<file path="config.mk">
export PLATFORM = sky130hd
export DESIGN_NAME = uart_dual_ring_queue_top
export DESIGN_NICKNAME = d
export VERILOG_FILES = /design/src/sv/udrq_pkg.sv /design/src/sv/udrq_ring.sv /design/src/sv/uart_dual_ring_queue_top.sv
export SDC_FILE = /design/constraint.sdc
export NUM_CORES = 2
export LEC_CHECK = 0
export BUFFER_PORTS_ARGS = -buffer_cell sky130_fd_sc_hd__buf_2
export CAP_MARGIN = 20
export CORE_AREA = 2 2 514 516
export DETAILED_ROUTE_END_ITERATION = 8
export DIE_AREA = 0 0 516 518
export SYNTH_ARGS = -nofsm -noshare
export SYNTH_HDL_FRONTEND = slang
export SYNTH_SLANG_ARGS = --single-unit
</file>
<file path="constraint.sdc">
create_clock -name clk -period 3.8 [get_ports clk]
set_clock_uncertainty 0.2 [all_clocks]
set_input_delay 0.57 -clock clk [delete_from_list [all_inputs] [get_ports clk]]
set_output_delay 0.57 -clock clk [all_outputs]
set_load 0.1 [all_outputs]
</file>
<file path="src/sv/udrq_pkg.sv">
// Shared types and constants for the dual ring queue.
package udrq_pkg;

  // Event codes carried on the input channel
  typedef enum logic [1:0] {
    CMD_RX_BYTE    = 2'd0,
    CMD_TX_READY   = 2'd1,
    CMD_HOST_READ  = 2'd2,
    CMD_HOST_WRITE = 2'd3
  } cmd_t;

  // Control sequencer states
  typedef enum logic {
    ST_IDLE,
    ST_RESULT
  } state_t;

  localparam logic [7:0] END_OF_STRING = 8'h00;

endpackage

</file>
<file path="src/sv/udrq_ring.sv">
// One byte ring: synchronous store with head and tail pointers, one slot kept empty.
module udrq_ring #(
  parameter int DEPTH = 128
) (
  input  logic       clk,
  input  logic       rst,
  input  logic       push,
  input  logic       pop,
  input  logic [7:0] wdata,
  output logic [7:0] rdata,
  output logic       full,
  output logic       empty
);
  import udrq_pkg::*;

  localparam int PTR_W = (DEPTH > 1) ? $clog2(DEPTH) : 1;
  localparam logic [PTR_W-1:0] LAST = PTR_W'(DEPTH - 1);

  logic [7:0]       mem [DEPTH];
  logic [PTR_W-1:0] head;
  logic [PTR_W-1:0] tail;
  logic [PTR_W-1:0] head_next;
  logic [PTR_W-1:0] tail_next;

  // Advance with wrap at the last entry
  assign head_next = (head == LAST) ? '0 : head + 1'b1;
  assign tail_next = (tail == LAST) ? '0 : tail + 1'b1;

  assign empty = (head == tail);
  assign full  = (head_next == tail);

  // Pointer registers
  always_ff @(posedge clk) begin
    if (rst) begin
      head <= '0;
      tail <= '0;
    end else begin
      if (push) head <= head_next;
      if (pop)  tail <= tail_next;
    end
  end

  // Store: write at head, registered read at tail
  always_ff @(posedge clk) begin
    if (push) mem[head] <= wdata;
    if (pop)  rdata <= mem[tail];
  end

endmodule

</file>
<file path="src/sv/uart_dual_ring_queue_top.sv">
// Top level of the dual ring queue: event decode, rings and result register.
//
// Usage:
//   Input channel (s_*): one event per transfer. s_tuser selects the event
//   (byte received, transmitter ready, host read, host write character) and
//   s_tdata carries the byte. Output channel (m_*): exactly one result per
//   event, in order. m_tuser marks a popped byte in m_tdata[7:0].
//   Each event is handled in ST_IDLE and then ST_RESULT: the accepting cycle
//   updates pointers and issues the ring access; ST_RESULT then picks up the
//   registered memory read data and loads the result register once it is free.
//   One event in flight at a time: the next is taken only after that load.
//   A result waits in the output register while the receiver stalls; the
//   next event is still taken and parks its result until the register frees.
//   Reset empties both rings (pointers to zero), clears the transmit enable
//   and the abort mark; no clearing pass over the stores is needed.
//   Each ring holds QUEUE_DEPTH entries and counts as full at QUEUE_DEPTH-1.
module uart_dual_ring_queue_top #(
  parameter int QUEUE_DEPTH = 128
) (
  input  logic        clk,
  input  logic        rst,
  input  logic        s_tvalid,
  output logic        s_tready,
  input  logic [7:0]  s_tdata,   // [7:0] data
  input  logic [1:0]  s_tuser,   // [1:0] command
  output logic        m_tvalid,
  input  logic        m_tready,
  output logic [15:0] m_tdata,   // [7:0] data_out, [8] dropped, [9] tx_irq_enabled,
                                 // [10] rx_empty, [11] tx_empty, [15:12] zero
  output logic        m_tuser    // [0] data_valid
);
  import udrq_pkg::*;

  state_t     state;
  state_t     state_next;
  cmd_t       cmd;
  logic       s_fire;
  logic       load_out;

  logic       rx_push, rx_pop, rx_full, rx_empty;
  logic       tx_push, tx_pop, tx_full, tx_empty;
  logic [7:0] rx_rdata, tx_rdata;

  logic       tx_enable;
  logic       string_aborted;
  logic       pend_valid;
  logic       pend_drop;
  logic       pend_tx;
  logic       drop_now;

  assign cmd    = cmd_t'(s_tuser);
  assign s_fire = s_tvalid && s_tready;

  udrq_ring #(.DEPTH(QUEUE_DEPTH)) u_rx_ring (
    .clk   (clk),
    .rst   (rst),
    .push  (rx_push),
    .pop   (rx_pop),
    .wdata (s_tdata),
    .rdata (rx_rdata),
    .full  (rx_full),
    .empty (rx_empty)
  );

  udrq_ring #(.DEPTH(QUEUE_DEPTH)) u_tx_ring (
    .clk   (clk),
    .rst   (rst),
    .push  (tx_push),
    .pop   (tx_pop),
    .wdata (s_tdata),
    .rdata (tx_rdata),
    .full  (tx_full),
    .empty (tx_empty)
  );

  // Decode the event into ring accesses
  always_comb begin
    rx_push  = 1'b0;
    rx_pop   = 1'b0;
    tx_push  = 1'b0;
    tx_pop   = 1'b0;
    drop_now = 1'b0;
    if (s_fire) begin
      unique case (cmd)
        CMD_RX_BYTE: begin
          rx_push  = !rx_full;
          drop_now = rx_full;
        end
        CMD_TX_READY: begin
          tx_pop = tx_enable && !tx_empty;
        end
        CMD_HOST_READ: begin
          rx_pop = !rx_empty;
        end
        CMD_HOST_WRITE: begin
          if (s_tdata != END_OF_STRING) begin
            drop_now = string_aborted || tx_full;
            tx_push  = !string_aborted && !tx_full;
          end
        end
        default: begin
          drop_now = 1'b0;
        end
      endcase
    end
  end

  // Sequencer: take one event, then hand its result over
  always_comb begin
    state_next = state;
    s_tready   = 1'b0;
    load_out   = 1'b0;
    unique case (state)
      ST_IDLE: begin
        s_tready = 1'b1;
        if (s_tvalid) state_next = ST_RESULT;
      end
      ST_RESULT: begin
        load_out = !m_tvalid || m_tready;
        if (load_out) state_next = ST_IDLE;
      end
      default: state_next = ST_IDLE;
    endcase
  end

  always_ff @(posedge clk) begin
    if (rst) state <= ST_IDLE;
    else     state <= state_next;
  end

  // Transmit enable and abort mark
  always_ff @(posedge clk) begin
    if (rst) begin
      tx_enable      <= 1'b0;
      string_aborted <= 1'b0;
    end else if (s_fire) begin
      if (cmd == CMD_TX_READY && tx_enable && tx_empty) begin
        tx_enable <= 1'b0;
      end
      if (cmd == CMD_HOST_WRITE) begin
        if (s_tdata == END_OF_STRING) begin
          tx_enable      <= 1'b1;
          string_aborted <= 1'b0;
        end else if (!string_aborted && tx_full) begin
          string_aborted <= 1'b1;
        end
      end
    end
  end

  // Hold what the result stage needs from the accepting cycle
  always_ff @(posedge clk) begin
    if (s_fire) begin
      pend_valid <= rx_pop || tx_pop;
      pend_tx    <= tx_pop;
      pend_drop  <= drop_now;
    end
  end

  // Output register
  always_ff @(posedge clk) begin
    if (rst) begin
      m_tvalid <= 1'b0;
    end else if (load_out) begin
      m_tvalid <= 1'b1;
    end else if (m_tready) begin
      m_tvalid <= 1'b0;
    end
  end

  always_ff @(posedge clk) begin
    if (load_out) begin
      m_tdata[7:0]   <= pend_valid ? (pend_tx ? tx_rdata : rx_rdata) : 8'h00;
      m_tdata[8]     <= pend_drop;
      m_tdata[9]     <= tx_enable;
      m_tdata[10]    <= rx_empty;
      m_tdata[11]    <= tx_empty;
      m_tdata[15:12] <= 4'h0;
      m_tuser        <= pend_valid;
    end
  end

endmodule
</file>
; ---- Word-level counts from Yosys, hierarchy flattened
; Memory sizes are Yosys's and may differ from the RTL's. A register that Yosys moved wholly into a read port is not among the register bits.
; Cells that the tools add are included.
[word_totals]
latchBits = 0
out_inout_bits = 19
mem_count = 2
regBits = 48
wordCells = 85
ramBits = 2048
rom_bits = 0
input_bits = 14
[memory_table]
columns = memory, depth, width, read_ports, rd_ports_with_merged_regs, wr, line
row1 = u_rx_ring.mem, 128, 8, 1, 1, 1, udrq_ring.sv:19  ; logic [7:0] mem [DEPTH];
row2 = u_tx_ring.mem, 128, 8, 1, 1, 1, udrq_ring.sv:19
[classes]
bitwise = 1
n_mux = 32
shifts = 0
addsub = 4
n_lt_le_gt_ge = 0
div = 0
reduce_logical = 21
multipliers = 0
n_eq_ne = 11
[ops]
columns = operator, n
row1 = "7-bit by 1-bit adder with 7-bit output, second input constant", 4
row2 = 7-bit equality test, 4
row3 = "7-bit equality test, second input constant", 4
row4 = 7-bit two-way mux, 4
row5 = 1-bit two-way mux, 25
row6 = 8-bit zero test, 1
row7 = 8-bit two-way mux, 1
row8 = 8-bit nonzero test, 1
row9 = 1-bit logical AND, 6
row10 = 1-bit zero test, 6
row11 = "2-bit equality test, second input constant", 2
row12 = 1-bit case mux with 2 select lines, 2
row13 = 2-bit nonzero test, 2
row14 = 1-bit logical OR, 3
row15 = 3-bit AND reduction, 1
row16 = "2-bit by 1-bit equality test with 1-bit output, second input constant", 1
row17 = 2-bit zero test, 1
row18 = 1-bit inverter, 1

; ---- Depth between registers and ports, before layout
[logic_depth]
depth_word = 10
depth_mapped = 11
depth_no_buf = 7

; ---- Modules after synthesis
; Synthesis repeated with hierarchy kept, for this count alone.
[hier_totals]
cells_unflattened = 4223
hier_area_um2 = 83380.0
[modules_own_cells]
columns = mod, area_per_inst_um2, n_inst, seq_area_each_um2, cells_per_inst
row1 = udrq_ring (u_rx_ring), 41277.1, 1, 31270.0, 2075
row2 = udrq_ring (u_tx_ring), 41145.7, 1, 31270.0, 2072
row3 = uart_dual_ring_queue_top, 957.2, 1, 560.5, 76

; ---- Worst setup path after synthesis
; OpenSTA, ideal clock, no wires.
[synth_timing]
path_kind = in2reg
start = in s_tvalid
end = mem u_tx_ring.mem[59][0] (enable)
setup_time_ns = 0.395
setup_slack_ns = 0.500
required_ns = 3.205
path_stages = 8
arrival_ns = 2.706
cell_sequence = nor2b_1 -> clkbuf_1 -> nand3_1 -> nor2_1 -> o21ai_1 -> buf_2 -> buf_2 -> nor4_1
[synth_between]
elab_chain_len = 4
[synth_lines]
columns = item, line
row1 = start: declaration, uart_dual_ring_queue_top.sv:22  ; input logic s_tvalid,
row2 = 1-bit logical AND, uart_dual_ring_queue_top.sv:52  ; assign s_fire = s_tvalid && s_tready;
row3 = named net s_fire, uart_dual_ring_queue_top.sv:37  ; logic s_fire;
row4 = 1-bit two-way mux, uart_dual_ring_queue_top.sv:83  ; if (s_fire) begin
row5 = 1-bit two-way mux, udrq_ring.sv:45  ; if (push) mem[head] <= wdata;
row6 = 1-bit two-way mux (implied by the code), udrq_ring.sv:45
row7 = end: declaration, udrq_ring.sv:19
; The timed path passes the listed nets, and every way through them passes these cells.

; ---- Worst setup path in the final report
[layout_timing]
start = reg u_tx_ring.tail[0]
end = reg u_tx_ring.rdata[4], read port of u_tx_ring.mem (data pin)
[layout_between]
elab_chain_len = 5
[layout_lines]
columns = item, line
row1 = start: declaration, udrq_ring.sv:21  ; logic [PTR_W-1:0] tail;
row2 = start signal: assignment, udrq_ring.sv:39  ; if (pop) tail <= tail_next;
row3 = 7-bit equality test, udrq_ring.sv:29  ; assign empty = (head == tail);
row4 = 1-bit zero test, uart_dual_ring_queue_top.sv:90  ; tx_pop = tx_enable && !tx_empty;
row5 = 1-bit logical AND, uart_dual_ring_queue_top.sv:90
row6 = 1-bit two-way mux, uart_dual_ring_queue_top.sv:84  ; unique case (cmd)
row7 = 1-bit two-way mux, uart_dual_ring_queue_top.sv:83
row8 = end: declaration, udrq_ring.sv:10  ; output logic [7:0] rdata,
; Parallel ways exist; a longest one is shown, timed or not.
; A chain may end at the register's enable or synchronous reset.

==> results.md <==
* Worst vdd ir at 0.000358 V
* Crit. End Element: register
* Post-route minimum period at 3.73 ns
* Overall routing resource usage at 15.8%
* Yosys top cell by area: edfxtp_1
* Router iterations before antenna repair at 9
* Initial antenna violation count at 4
* Syn Std Cell Area at 83400 µm²
* CTS clock-pin slew for the worst setup and hold paths at 0.07 ns
* Slew headroom at 22.7%
* Initial DRC Count at 4939
* Core area at 262000 µm²
* Commonest non-fill, non-tap cells in the layout: 2080 x edfxtp_1, 506 x mux4_2, 392 x buf_4, 211 x clkbuf_16, 174 x nor3_1
* Synth Warn # at 0
* Flops & latches, synth at 2112
* Leak at 29.5 nW
* Die H at 518 µm
* Setup bufs post-CTS at 0
* Fin nets at 4504
* Syn_area_per_cell at 20.5 µm²
* Ys flop type: edfxtp_1
* Post-DP HPWL at 135 mm
* Final setup fails at 0
* Final setup margin at 0.0674 ns
* Longest Clk Path Bufs at 3
* Clock sinks at 2112
* Achievable Freq at 268 MHz
* Async SR Flop Fraction at 0%
* First-pass GRT wire length at 311 mm
* Type of the tightest min-delay check: in2reg
* Die ar. at 267000 µm²
* Max incr delay on CP at 0.55 ns
* Grt ovf at 0
* GPL Wtd Cong at 0.850
* Vias in the first global route at 42600
* Clk_lat worst skew at 0.86 ns
* Die width at 516 µm
* Critical path class: reg2reg
* Layout fillers at 23900
* Number of routed nets with antenna violations at 0
* Area fraction of the dominant cell type after synthesis at 74.9%
* Synth top area cells: edfxtp_1 75%, mux4_2 14%, mux2i_1 2.0%
* Crit path arrival time at 4.11 ns
* Leading cell type in the layout, fill and taps excluded: edfxtp_1
* Root Driver: clkbuf_16
* CTS tree: yes
* RSZ-0062 raised after global routing: no
* DRC Markers at 0
* Buf/Inv on CP at 2
* H-tree Lvls at 4
* # port buffers at 28
* Total CTS buffers at 208
* Mapped Cells at 4061
* Status: completed
* Largest net degree at the start of global routing at 178
* Crit path required time at 4.18 ns
* DR vias at 42300
* Crit path launch type: register
* Share of cells above drive strength 1 at 29.2%
* Pre-CTS WS at 0.0962 ns
* Critical path peak fanout at 37
* Synth unique cells at 73
* Top Ports at 33
* Worst-Margin Slew at 1.16 ns
* Crit path max-delay family: multiplexers
* Synth-to-Final Area Change at 17.3%
* Std-Cell Rows at 188
* Slowest CP cell: mux4_2
* EDFF count, synth at 2080
* Final Max Slew Viols at 0
* Sequential-to-total area share from yosys stat at 75.7%
* PwrDens at 485 nW/µm²
* WL/cell at 26.3 µm
* DRT Wirelength at 215 mm
* Tcrit/Tclk final at 98.2%
* Final Hold Viols at 0
* Critical Path, Cell by Cell: buf_12, buf_4, mux4_2, mux4_2, nand2_1, o311ai_0, nand3_1, nand3_1
* Max-Cap Viols at 0
* Total Negative Setup Slacks at 0 ns
* Vias/cell at 5.17
* Initial core utilization at 31.9%
## timing repair
action	in CTS	in global routing
hold buffers	3	0
gates resized for setup	0	2
endpoints found under the hold margin	3	0
setup endpoints to repair	0	1
## stage by stage
stage               std cells  hold slack (ns)  power (mW)  utilization, %  area, µm²
detailed placement       7780            0.320        27.0            34.7      90700
global placement         7779            0.306        26.9            34.7      90600
floorplan                4064            0.200        26.4               -      83400
CTS                      8178           0.0208        47.8            37.4      97700
finish                   8184           0.0737        47.5            37.4      97800
global route             8182           0.0602        48.7            37.4      97800
## area by class of cell
type,instances,area [µm²],area share (%)
diodes,2,5.00,0.00512
clock buffers,259,5540,5.67
clock inverters,136,1480,1.52
inverters,16,60.1,0.0614
multi-input cells,1680,19200,19.6
flip-flops and latches,2112,63100,64.6
well taps,3515,4400,4.50
repair buffers,464,3990,4.08
## worst paths after layout
path	startpoint	to	slack (ns)	depth (start not counted)
hold reg to reg	state$_SDFF_PP0_	state$_SDFF_PP0_	0.33	2
hold / removal	s_tdata[1]	u_tx_ring.mem[23][1]$_DFFE_PP_	0.07	2
setup / recovery	u_tx_ring.tail[0]$_SDFFE_PP0P_	u_tx_ring.rdata[4]$_DFFE_PP_	0.07	8
setup reg to reg	u_tx_ring.tail[0]$_SDFFE_PP0P_	u_tx_ring.rdata[4]$_DFFE_PP_	0.07	8
## cell usage after synthesis (35+ instances only)
cell type,n
a21oi_1,50
clkbuf_1,72
nor2_1,146
edfxtp_1,2080
buf_4,40
nand2_1,119
nor2b_1,52
a211oi_1,41
mux4_2,506
buf_2,117
nor3_1,174
nand3_1,51
nor4_1,35
mux2i_1,170
## cells by family (layout without fill, tap and decap cells)
family / after synthesis / count (layout) / share of synthesized area, %
AND/OR/NAND/NOR: 643 / 643 / 3.75
XOR/XNOR: 35 / 35 / 0.386
other: 1 / 6 / 0.00450
multiplexers: 692 / 692 / 15.9
buffers and inverters: 272 / 875 / 1.58
flip-flops: 2112 / 2112 / 75.7
AO/OA/AOI/OAI: 298 / 298 / 2.55
adder cells (fa/ha/maj): 8 / 8 / 0.120
## per-layer routing
layer | GRT usage, % | wire length, µm | up-vias
met1 | 21.7 | 90100 | 22600
li1 | - | - | 17800
met3 | 2.80 | 14000 | 300
met2 | 25.9 | 106000 | 1626
met5 | 0 | 21 | -
met4 | 4.26 | 5230 | 4
## power by group
group	internal (mW)	switching, mW	leakage [nW]	total (mW)
logic	0.158	0.684	7.11	0.842
registers	25.6	0.0127	19.0	25.6
clock network	12.0	8.97	3.44	21.0
## registers in the layout, indices dropped and copies added (netlist names), 7 cells and up
register,flops
m_tdata,12
u_rx_ring.mem,1024
u_rx_ring.tail,7
u_tx_ring.tail,7
u_rx_ring.head,7
u_rx_ring.rdata,8
u_tx_ring.head,7
u_tx_ring.rdata,8
u_tx_ring.mem,1024
(Power assumes the default switching activity.)
